`src/websocket_frame_deframer_assert.svh`:
```
// assertion macros for the frame deframer
// expects clk and rst_n in the scope where a macro is used
`ifndef WEBSOCKET_FRAME_DEFRAMER_ASSERT_SVH
`define WEBSOCKET_FRAME_DEFRAMER_ASSERT_SVH

`ifndef SYNTHESIS
`define WSFD_ASSERT_IMP(lbl, ante, cons, msg) \
  lbl: assert property (@(posedge clk) disable iff (!rst_n) (ante) |-> (cons)) else $error(msg);
`define WSFD_ASSERT_NXT(lbl, ante, cons, msg) \
  lbl: assert property (@(posedge clk) disable iff (!rst_n) (ante) |=> (cons)) else $error(msg);
`else
`define WSFD_ASSERT_IMP(lbl, ante, cons, msg)
`define WSFD_ASSERT_NXT(lbl, ante, cons, msg)
`endif

`endif

```
`src/wsfd_pkg.sv`:
```
// types and constants shared by the frame deframer
// no dependencies
package wsfd_pkg;

  localparam int unsigned CONTROL_MAX = 125;
  localparam logic [15:0] MAX_PAYLOAD_RST = 16'd2048;

  localparam logic [7:0] HDR0_RSV_MASK = 8'h70;
  localparam logic [7:0] HDR_TOP_BIT   = 8'h80;
  localparam logic [6:0] LEN7_EXT16    = 7'd126;
  localparam logic [6:0] LEN7_EXT64    = 7'd127;

  localparam logic [3:0] OP_CONT   = 4'h0;
  localparam logic [3:0] OP_TEXT   = 4'h1;
  localparam logic [3:0] OP_BINARY = 4'h2;
  localparam logic [3:0] OP_CLOSE  = 4'h8;
  localparam logic [3:0] OP_PING   = 4'h9;
  localparam logic [3:0] OP_PONG   = 4'hA;

  localparam logic [3:0] EXT16_BYTES = 4'd2;
  localparam logic [3:0] EXT64_BYTES = 4'd8;
  localparam logic [3:0] MASK_BYTES  = 4'd4;

  typedef enum logic [1:0] {
    KIND_PAYLOAD    = 2'd0,
    KIND_EMPTY      = 2'd1,
    KIND_ERROR      = 2'd2,
    KIND_INCOMPLETE = 2'd3
  } kind_t;

  typedef enum logic [2:0] {
    ERR_RSV       = 3'd0,
    ERR_UNMASKED  = 3'd1,
    ERR_FRAGMENT  = 3'd2,
    ERR_OPCODE    = 3'd3,
    ERR_TOO_LONG  = 3'd4,
    ERR_CTRL_LONG = 3'd5,
    ERR_CLOSE_ONE = 3'd6
  } err_t;

  typedef enum logic [2:0] {
    PH_IDLE    = 3'd0,
    PH_HDR1    = 3'd1,
    PH_EXTLEN  = 3'd2,
    PH_MASK    = 3'd3,
    PH_PAYLOAD = 3'd4
  } phase_t;

  typedef struct packed {
    logic       go;
    logic [7:0] rx_byte;
    logic       buffer_start;
  } xfer_t;

  typedef struct packed {
    kind_t      kind;
    logic [7:0] payload_byte;
    logic [3:0] frame_opcode;
    logic       last;
    err_t       error_code;
  } result_t;

  typedef struct packed {
    phase_t phase;
  } status_t;

endpackage

```
`src/wsfd_in_if.sv`:
```
// input byte channel of the frame deframer
// no dependencies
interface wsfd_in_if;
  logic       valid;
  logic       ready;
  logic [7:0] rx_byte;
  logic       buffer_start;

  modport source (output valid, output rx_byte, output buffer_start, input ready);
  modport sink (input valid, input rx_byte, input buffer_start, output ready);
endinterface

```
`src/wsfd_out_if.sv`:
```
// result channel of the frame deframer
// depends on wsfd_pkg
interface wsfd_out_if;
  logic               valid;
  logic               ready;
  wsfd_pkg::kind_t    kind;
  logic [7:0]         payload_byte;
  logic [3:0]         frame_opcode;
  logic               last;
  wsfd_pkg::err_t     error_code;

  modport source (output valid, output kind, output payload_byte, output frame_opcode,
                  output last, output error_code, input ready);
  modport sink (input valid, input kind, input payload_byte, input frame_opcode,
                input last, input error_code, output ready);
endinterface

```
`src/wsfd_parser.sv`:
```
// frame parser state and per-byte next-state logic
// depends on wsfd_pkg
module wsfd_parser (
  input  logic              clk,
  input  logic              rst_n,
  input  logic [15:0]       max_payload,
  input  wsfd_pkg::xfer_t   xfer,
  output logic              res_valid,
  output wsfd_pkg::result_t res,
  output wsfd_pkg::status_t st
);
  import wsfd_pkg::*;

  phase_t      phase_r, phase_nxt;
  logic [3:0]  hidx_r, hidx_nxt;
  logic [3:0]  opcode_r, opcode_nxt;
  logic [63:0] len_r, len_nxt;
  logic [31:0] mask_r, mask_nxt;
  logic [15:0] pidx_r, pidx_nxt;
  logic [7:0]  hdr0_r, hdr0_nxt;

  logic [63:0] len_cand;
  logic        len_final;
  logic        too_long;
  logic        is_control;
  logic [3:0]  hidx_inc;
  logic [7:0]  key_byte;
  logic        is_last;

  always_ff @(posedge clk) begin
    if (!rst_n) begin
      phase_r  <= PH_IDLE;
      hidx_r   <= '0;
      opcode_r <= '0;
      len_r    <= '0;
      mask_r   <= '0;
      pidx_r   <= '0;
      hdr0_r   <= '0;
    end else begin
      phase_r  <= phase_nxt;
      hidx_r   <= hidx_nxt;
      opcode_r <= opcode_nxt;
      len_r    <= len_nxt;
      mask_r   <= mask_nxt;
      pidx_r   <= pidx_nxt;
      hdr0_r   <= hdr0_nxt;
    end
  end

  assign is_control = (opcode_r == OP_CLOSE) || (opcode_r == OP_PING) || (opcode_r == OP_PONG);
  assign too_long   = (|len_cand[63:16]) || (len_cand[15:0] > max_payload);
  assign hidx_inc   = hidx_r + 4'd1;
  assign is_last    = (len_r[63:17] == '0) && ((17'(pidx_r) + 17'd1) == len_r[16:0]);

  always_comb begin
    unique case (pidx_r[1:0])
      2'd0: key_byte = mask_r[31:24];
      2'd1: key_byte = mask_r[23:16];
      2'd2: key_byte = mask_r[15:8];
      2'd3: key_byte = mask_r[7:0];
      default: key_byte = '0;
    endcase
  end

  always_comb begin
    phase_nxt  = phase_r;
    hidx_nxt   = hidx_r;
    opcode_nxt = opcode_r;
    len_nxt    = len_r;
    mask_nxt   = mask_r;
    pidx_nxt   = pidx_r;
    hdr0_nxt   = hdr0_r;
    len_cand   = len_r;
    len_final  = 1'b0;
    res_valid  = 1'b0;
    res.kind         = KIND_PAYLOAD;
    res.payload_byte = '0;
    res.frame_opcode = opcode_r;
    res.last         = 1'b0;
    res.error_code   = ERR_RSV;

    if (xfer.go) begin
      if (xfer.buffer_start) begin
        if (phase_r != PH_IDLE) begin
          res_valid = 1'b1;
          res.kind  = KIND_INCOMPLETE;
        end
        hdr0_nxt   = xfer.rx_byte;
        opcode_nxt = xfer.rx_byte[3:0];
        len_nxt    = '0;
        hidx_nxt   = '0;
        mask_nxt   = '0;
        pidx_nxt   = '0;
        phase_nxt  = PH_HDR1;
      end else begin
        unique case (phase_r)
          PH_IDLE: begin
          end
          PH_HDR1: begin
            priority if ((hdr0_r & HDR0_RSV_MASK) != '0) begin
              res_valid = 1'b1;
              res.error_code = ERR_RSV;
            end else if ((xfer.rx_byte & HDR_TOP_BIT) == '0) begin
              res_valid = 1'b1;
              res.error_code = ERR_UNMASKED;
            end else if (((hdr0_r & HDR_TOP_BIT) == '0) || (opcode_r == OP_CONT)) begin
              res_valid = 1'b1;
              res.error_code = ERR_FRAGMENT;
            end else if ((opcode_r != OP_TEXT) && (opcode_r != OP_BINARY) &&
                         (opcode_r != OP_CLOSE) && (opcode_r != OP_PING) &&
                         (opcode_r != OP_PONG)) begin
              res_valid = 1'b1;
              res.error_code = ERR_OPCODE;
            end else if (xfer.rx_byte[6:0] == LEN7_EXT16) begin
              len_nxt   = '0;
              hidx_nxt  = EXT16_BYTES;
              phase_nxt = PH_EXTLEN;
            end else if (xfer.rx_byte[6:0] == LEN7_EXT64) begin
              len_nxt   = '0;
              hidx_nxt  = EXT64_BYTES;
              phase_nxt = PH_EXTLEN;
            end else begin
              len_cand  = 64'(xfer.rx_byte[6:0]);
              len_nxt   = len_cand;
              len_final = 1'b1;
            end
            if (res_valid) begin
              res.kind  = KIND_ERROR;
              phase_nxt = PH_IDLE;
            end
          end
          PH_EXTLEN: begin
            len_cand  = {len_r[55:0], xfer.rx_byte};
            len_nxt   = len_cand;
            hidx_nxt  = hidx_r - 4'd1;
            len_final = (hidx_r == 4'd1);
          end
          PH_MASK: begin
            mask_nxt = {mask_r[23:0], xfer.rx_byte};
            hidx_nxt = hidx_inc;
            if (hidx_inc >= MASK_BYTES) begin
              pidx_nxt = '0;
              if (len_r == '0) begin
                phase_nxt = PH_IDLE;
                res_valid = 1'b1;
                res.kind  = KIND_EMPTY;
                res.last  = 1'b1;
              end else begin
                phase_nxt = PH_PAYLOAD;
              end
            end
          end
          PH_PAYLOAD: begin
            pidx_nxt  = pidx_r + 16'd1;
            res_valid = 1'b1;
            res.kind  = KIND_PAYLOAD;
            res.payload_byte = xfer.rx_byte ^ key_byte;
            res.last  = is_last;
            if (is_last) begin
              phase_nxt = PH_IDLE;
            end
          end
          default: begin
            phase_nxt = PH_IDLE;
          end
        endcase

        if (len_final) begin
          priority if (too_long) begin
            res_valid = 1'b1;
            res.kind = KIND_ERROR;
            res.error_code = ERR_TOO_LONG;
            phase_nxt = PH_IDLE;
          end else if (is_control && (len_cand[15:0] > 16'(CONTROL_MAX))) begin
            res_valid = 1'b1;
            res.kind = KIND_ERROR;
            res.error_code = ERR_CTRL_LONG;
            phase_nxt = PH_IDLE;
          end else if ((opcode_r == OP_CLOSE) && (len_cand[15:0] == 16'd1)) begin
            res_valid = 1'b1;
            res.kind = KIND_ERROR;
            res.error_code = ERR_CLOSE_ONE;
            phase_nxt = PH_IDLE;
          end else begin
            phase_nxt = PH_MASK;
            hidx_nxt  = '0;
            mask_nxt  = '0;
          end
        end
      end
    end
  end

  assign st.phase = phase_r;

endmodule

```
`src/websocket_frame_deframer.sv`:
```
// websocket client frame deframer top level: input register, parser, result register
// each accepted byte waits in the input register until the result register is free, then its result is registered there
// throughput: one byte per cycle unless the result register stalls, set by the single register-to-register parse step
// a stalled result register holds the input register, which then drops ready
// reset (rst_n low, synchronous) clears the parser to idle and max_payload to 2048
// depends on wsfd_pkg, wsfd_in_if, wsfd_out_if, wsfd_parser and the assertion header
`include "websocket_frame_deframer_assert.svh"

module websocket_frame_deframer (
  input  logic        clk,
  input  logic        rst_n,
  wsfd_in_if.sink     in_ch,
  wsfd_out_if.source  out_ch,
  input  logic        cfg_we,
  input  logic [15:0] cfg_wdata
);
  import wsfd_pkg::*;

  logic        in_valid_r;
  logic [7:0]  in_byte_r;
  logic        in_start_r;
  logic        out_valid_r;
  result_t     out_res_r;
  logic [15:0] max_payload_r;

  logic        advance;
  xfer_t       xfer;
  logic        res_valid;
  result_t     res;
  status_t     st;

  assign advance      = in_valid_r && (!out_valid_r || out_ch.ready);
  assign in_ch.ready  = !in_valid_r || advance;

  always_ff @(posedge clk) begin
    if (!rst_n) begin
      max_payload_r <= MAX_PAYLOAD_RST;
    end else if (cfg_we) begin
      max_payload_r <= cfg_wdata;
    end
  end

  // input register
  always_ff @(posedge clk) begin
    if (!rst_n) begin
      in_valid_r <= 1'b0;
    end else if (in_ch.ready) begin
      in_valid_r <= in_ch.valid;
    end
  end

  always_ff @(posedge clk) begin
    if (in_ch.valid && in_ch.ready) begin
      in_byte_r  <= in_ch.rx_byte;
      in_start_r <= in_ch.buffer_start;
    end
  end

  assign xfer.go           = advance;
  assign xfer.rx_byte      = in_byte_r;
  assign xfer.buffer_start = in_start_r;

  wsfd_parser u_parser (
    .clk         (clk),
    .rst_n       (rst_n),
    .max_payload (max_payload_r),
    .xfer        (xfer),
    .res_valid   (res_valid),
    .res         (res),
    .st          (st)
  );

  // result register
  always_ff @(posedge clk) begin
    if (!rst_n) begin
      out_valid_r <= 1'b0;
    end else if (advance) begin
      out_valid_r <= res_valid;
    end else if (out_ch.ready) begin
      out_valid_r <= 1'b0;
    end
  end

  always_ff @(posedge clk) begin
    if (advance && res_valid) begin
      out_res_r <= res;
    end
  end

  assign out_ch.valid        = out_valid_r;
  assign out_ch.kind         = out_res_r.kind;
  assign out_ch.payload_byte = out_res_r.payload_byte;
  assign out_ch.frame_opcode = out_res_r.frame_opcode;
  assign out_ch.last         = out_res_r.last;
  assign out_ch.error_code   = out_res_r.error_code;

  `WSFD_ASSERT_NXT(a_in_hold, in_valid_r && !advance, in_valid_r && $stable(in_byte_r), "input register lost a byte")
  `WSFD_ASSERT_NXT(a_err_idle, advance && res_valid && (res.kind == KIND_ERROR), st.phase == PH_IDLE, "parser not idle after error")
  `WSFD_ASSERT_NXT(a_last_idle, advance && res_valid && res.last, st.phase == PH_IDLE, "parser not idle after last")
  `WSFD_ASSERT_NXT(a_start_hdr, advance && in_start_r, st.phase == PH_HDR1, "buffer start did not restart header")

endmodule

```
`src/flat_wrapper.sv`:
```
// flat-port wrapper written by rule: the top's interface ports become plain ports
module websocket_frame_deframer_flat import wsfd_pkg::*;
  (clk, rst_n, cfg_we, cfg_wdata, in_ch_valid, in_ch_rx_byte, in_ch_buffer_start, in_ch_ready, out_ch_valid, out_ch_kind, out_ch_payload_byte, out_ch_frame_opcode, out_ch_last, out_ch_error_code, out_ch_ready);
  wsfd_in_if in_ch_i ();
  wsfd_out_if out_ch_i ();
  input  logic clk;
  input  logic rst_n;
  input  logic cfg_we;
  input  logic [15:0] cfg_wdata;
  input wire logic [$bits(in_ch_i.valid)-1:0] in_ch_valid;
  input wire logic [$bits(in_ch_i.rx_byte)-1:0] in_ch_rx_byte;
  input wire logic [$bits(in_ch_i.buffer_start)-1:0] in_ch_buffer_start;
  output wire logic [$bits(in_ch_i.ready)-1:0] in_ch_ready;
  output wire logic [$bits(out_ch_i.valid)-1:0] out_ch_valid;
  output wire logic [$bits(out_ch_i.kind)-1:0] out_ch_kind;
  output wire logic [$bits(out_ch_i.payload_byte)-1:0] out_ch_payload_byte;
  output wire logic [$bits(out_ch_i.frame_opcode)-1:0] out_ch_frame_opcode;
  output wire logic [$bits(out_ch_i.last)-1:0] out_ch_last;
  output wire logic [$bits(out_ch_i.error_code)-1:0] out_ch_error_code;
  input wire logic [$bits(out_ch_i.ready)-1:0] out_ch_ready;
  assign in_ch_i.valid = in_ch_valid;
  assign in_ch_i.rx_byte = in_ch_rx_byte;
  assign in_ch_i.buffer_start = in_ch_buffer_start;
  assign in_ch_ready = in_ch_i.ready;
  assign out_ch_valid = out_ch_i.valid;
  assign out_ch_kind = out_ch_i.kind;
  assign out_ch_payload_byte = out_ch_i.payload_byte;
  assign out_ch_frame_opcode = out_ch_i.frame_opcode;
  assign out_ch_last = out_ch_i.last;
  assign out_ch_error_code = out_ch_i.error_code;
  assign out_ch_i.ready = out_ch_ready;
  websocket_frame_deframer u_core (.clk(clk), .rst_n(rst_n), .in_ch(in_ch_i), .out_ch(out_ch_i), .cfg_we(cfg_we), .cfg_wdata(cfg_wdata));
endmodule
```
`config.mk`:
```
export PLATFORM = sky130hd
export DESIGN_NAME = websocket_frame_deframer_flat
export DESIGN_NICKNAME = d
export VERILOG_FILES = /design/src/wsfd_pkg.sv /design/src/wsfd_in_if.sv /design/src/wsfd_out_if.sv /design/src/wsfd_parser.sv /design/src/websocket_frame_deframer.sv /design/src/flat_wrapper.sv
export VERILOG_INCLUDE_DIRS = /design/src /design/src/src
export SDC_FILE = /design/constraint.sdc
export NUM_CORES = 1
export LEC_CHECK = 0
export BUFFER_PORTS_ARGS = -buffer_cell sky130_fd_sc_hd__buf_2
export CAP_MARGIN = 20
export CORE_MARGIN = 4
export CORE_UTILIZATION = 66
export DETAILED_ROUTE_END_ITERATION = 8
export GPL_ROUTABILITY_DRIVEN = 0
export HOLD_SLACK_MARGIN = 0.06
export PLACE_DENSITY = 0.85
export SLEW_MARGIN = 20
export SYNTH_ARGS = -nofsm -noshare
export SYNTH_HDL_FRONTEND = slang
export SYNTH_SLANG_ARGS = --single-unit
```
`constraint.sdc`:
```
create_clock -name clk -period 13.95 [get_ports clk]
set_clock_uncertainty 0.15 [all_clocks]
set_input_delay 0 -clock clk [delete_from_list [all_inputs] [get_ports clk]]
set_output_delay 0 -clock clk [all_outputs]
set_load 0.05 [all_outputs]
```
==> out/metrics.yaml <==
status: "finished clean"
num_rows: 41
clock_sinks: 172
drt_iter0_markers: 1287
die-area_um2: 14900
synth_seq_cells: 172
drv_slew: 0
final_cell_area_um2: 9834
drt-total-wl_um: 24180
place_area_um2: 8763
powerDensity_nw_per_um2: 105.8
cts_setup_buffers: 0
drive_gt1_frac: 0.1050
final_core_util: 0.7761
whs_ns: 0.1216
vias_per_cell: 6.528
r2r_start: "u_core.u_parser.st[0]"
drv_cap: 0
clk_latency_ns: 0.45
hold_viol_final: 0
start_util: 0.6779
grt_pass1_vias: 7551
syn_area_um2: 8589
slowest_delay_ns: 0.69
n_fill_cell: 826
final_common_cell: "dfxtp_1"
cts_buffers: 17
die_h_um: 122.1
io_buffer_count: 49
grt_max_degree: 82
async_reset_ff_frac: 0
cts_root_buf: "clkbuf_16"
grt_usage: 0.3311
cts_resized: 0
required_ns: 13.87
end_kind: "flop"
diodes: 0
drt_first_pass_iters: 6
ant_nets: 0
rsz0062_at_grt: "no"
ys.warnings.count: 0
tritoncts: "yes"
vias: 7964
holdBufCountCts: 48
crit_path_start: "u_core.u_parser.st[0]"
slowest_stage: "dfxtp_1"
fin_nets: 1088
finalPower_mw: 1.040
clk_pin_slew_ns: 0.07
max_slew_margin: 0.3045
setup_tns_ns: 0
synth_cells: 990
hold_class: "primary input to flop"
drc: 0
seq_area_frac_synth: 0.4323
synth_top_area_cell: "dfxtp_1"
tightest_slew_ns: 1.041
path_class: "flop to flop"
routedWlPerCell_um: 19.82
grt_pass1_wl_um: 38900
worst_ep_arrival_time_ns: 5.32
ys.flop_type: "dfxtp_1"
setup_ws_ns: 8.548
cp-start-kind: "flop"
dp_hpwl_um: 14160
synth_top_area_frac: 0.3379
avgSynthCellArea_um2: 8.676
path_cells: "nor3b_4, o211ai_1, o21ai_1, nand2_1, a22o_1, ha_1, nand4_1, or4_1, o221ai_1, o21ai_0, and2_1, a21boi_1, o31ai_1, nand2_1"
crit_path_max_fanout: 18
area_delta_synth_final_pct: 14.49
grt_antenna_before_repair: 0
synth_cell_type_count: 74
grt-ovfl-total: 0
io_pins: 50
finalSetupViolations: 0
cpMostUsedCell: "nand2_1"
max_freq_ghz: 0.1851
coreArea_um2: 12670
htree_levels: 4
finalCritPeriodShare: 0.3873
layout_common_cells: "dfxtp_1, nor2_1, nand2_1"
ir_drop_uv: 75.84
pre_cts_slack_ns: 8.738
power_leakage_nw: 3.771
dp.cells: 1140
synth_edf_count: 27
ys_top_cells_by_area: "dfxtp_1, edfxtp_1, nor2_1, a22o_1, a21oi_1"
fin_crit_ns: 5.402
holdCritStartpoint: "in_ch_rx_byte[3]"
die_w_um: 122.1
finalNonFillerCells: 1220
synth_fp_nets: 1043
cts_max_path_buffers: 2
==> state kept, by name, indices dropped and copies added (netlist names), 4 cells and up <==
name,count
u_core.max_payload_r,16
u_core.u_parser.mask_r,32
u_core.u_parser.hdr0_r,5
u_core.u_parser.pidx_r,16
u_core.in_byte_r,8
u_core.u_parser.hidx_r,4
u_core.out_ch.frame_opcode,4
u_core.u_parser.len_r,64
u_core.out_ch.payload_byte,8
==> power breakdown <==
part / total (mW) / switching [mW] / internal [mW]
registers: 0.516 / 0.00782 / 0.508
clock network: 0.469 / 0.205 / 0.264
logic: 0.0551 / 0.0310 / 0.0241
==> area by class of cell <==
cell class | count | area (um2) | area share
flip-flops and latches | 172 | 3714 | 0.3776
clock inverters | 10 | 101.3 | 0.01031
repair buffers | 101 | 755.7 | 0.07684
clock buffers | 22 | 475.5 | 0.04835
multi-input cells | 714 | 4463 | 0.4538
inverters | 29 | 110.1 | 0.01120
well taps | 172 | 215.2 | 0.02188
==> synth_stat cells (all sizes together), types with 3 or more instances <==
cell type and count:
dfxtp 145, nor2 127, nand2 87, a21oi 75, clkbuf 59, o21ai 47, a22o 42, a22oi 37
nand3 37, inv 29, edfxtp 27, xnor2 27, mux2i 25, ha 23, nor4 23, and3 18
buf 16, nor3 16, nand4 12, o211ai 10, and2 9, or3 9, xor2 9, a222oi 8
nor2b 7, a31oi 6, or2 5, and4 4, nand2b 4, nor3b 4, or4 4, a211oi 3
o311ai 3, o31a 3
==> cell families (layout without fill, tap and decap cells) <==
group                    count (synthesis)  after routing  share of synthesized area
multiplexers                            25             25                    0.02913
AO/OA/AOI/OAI                          257            257                     0.2048
buffers and inverters                  104            162                    0.05142
flip-flops                             172            172                     0.4323
XOR/XNOR                                36             36                    0.03671
AND/OR/NAND/NOR                        373            373                     0.2121
adder cells (fa/ha/maj)                 23             23                    0.03350
==> worst paths after layout <==
kind         cells after the start  slack, ns                             to
max                             14       8.55  u_core.out_ch.payload_byte[5]
min                              2       0.12            u_core.in_byte_r[3]
max reg2reg                     14       8.55  u_core.out_ch.payload_byte[5]
min reg2reg                      2       0.31      u_core.u_parser.len_r[63]
==> critical path: cells and delay by family, from the launching register on <==
family          cells  cell delay (ns)
compound gates      7             1.66
fa+ha+maj           1             0.33
flops               1             0.69
simple gates        6             2.22
==> per-layer routing <==
layer,vias up,share of wire,GRT usage
li1,3669,-,-
met1,3692,0.41,0.4377
met2,511,0.47,0.5249
met3,92,0.096,0.07382
met4,0,0.031,0.1414
met5,-,0,0
(Power assumes the default switching activity.)
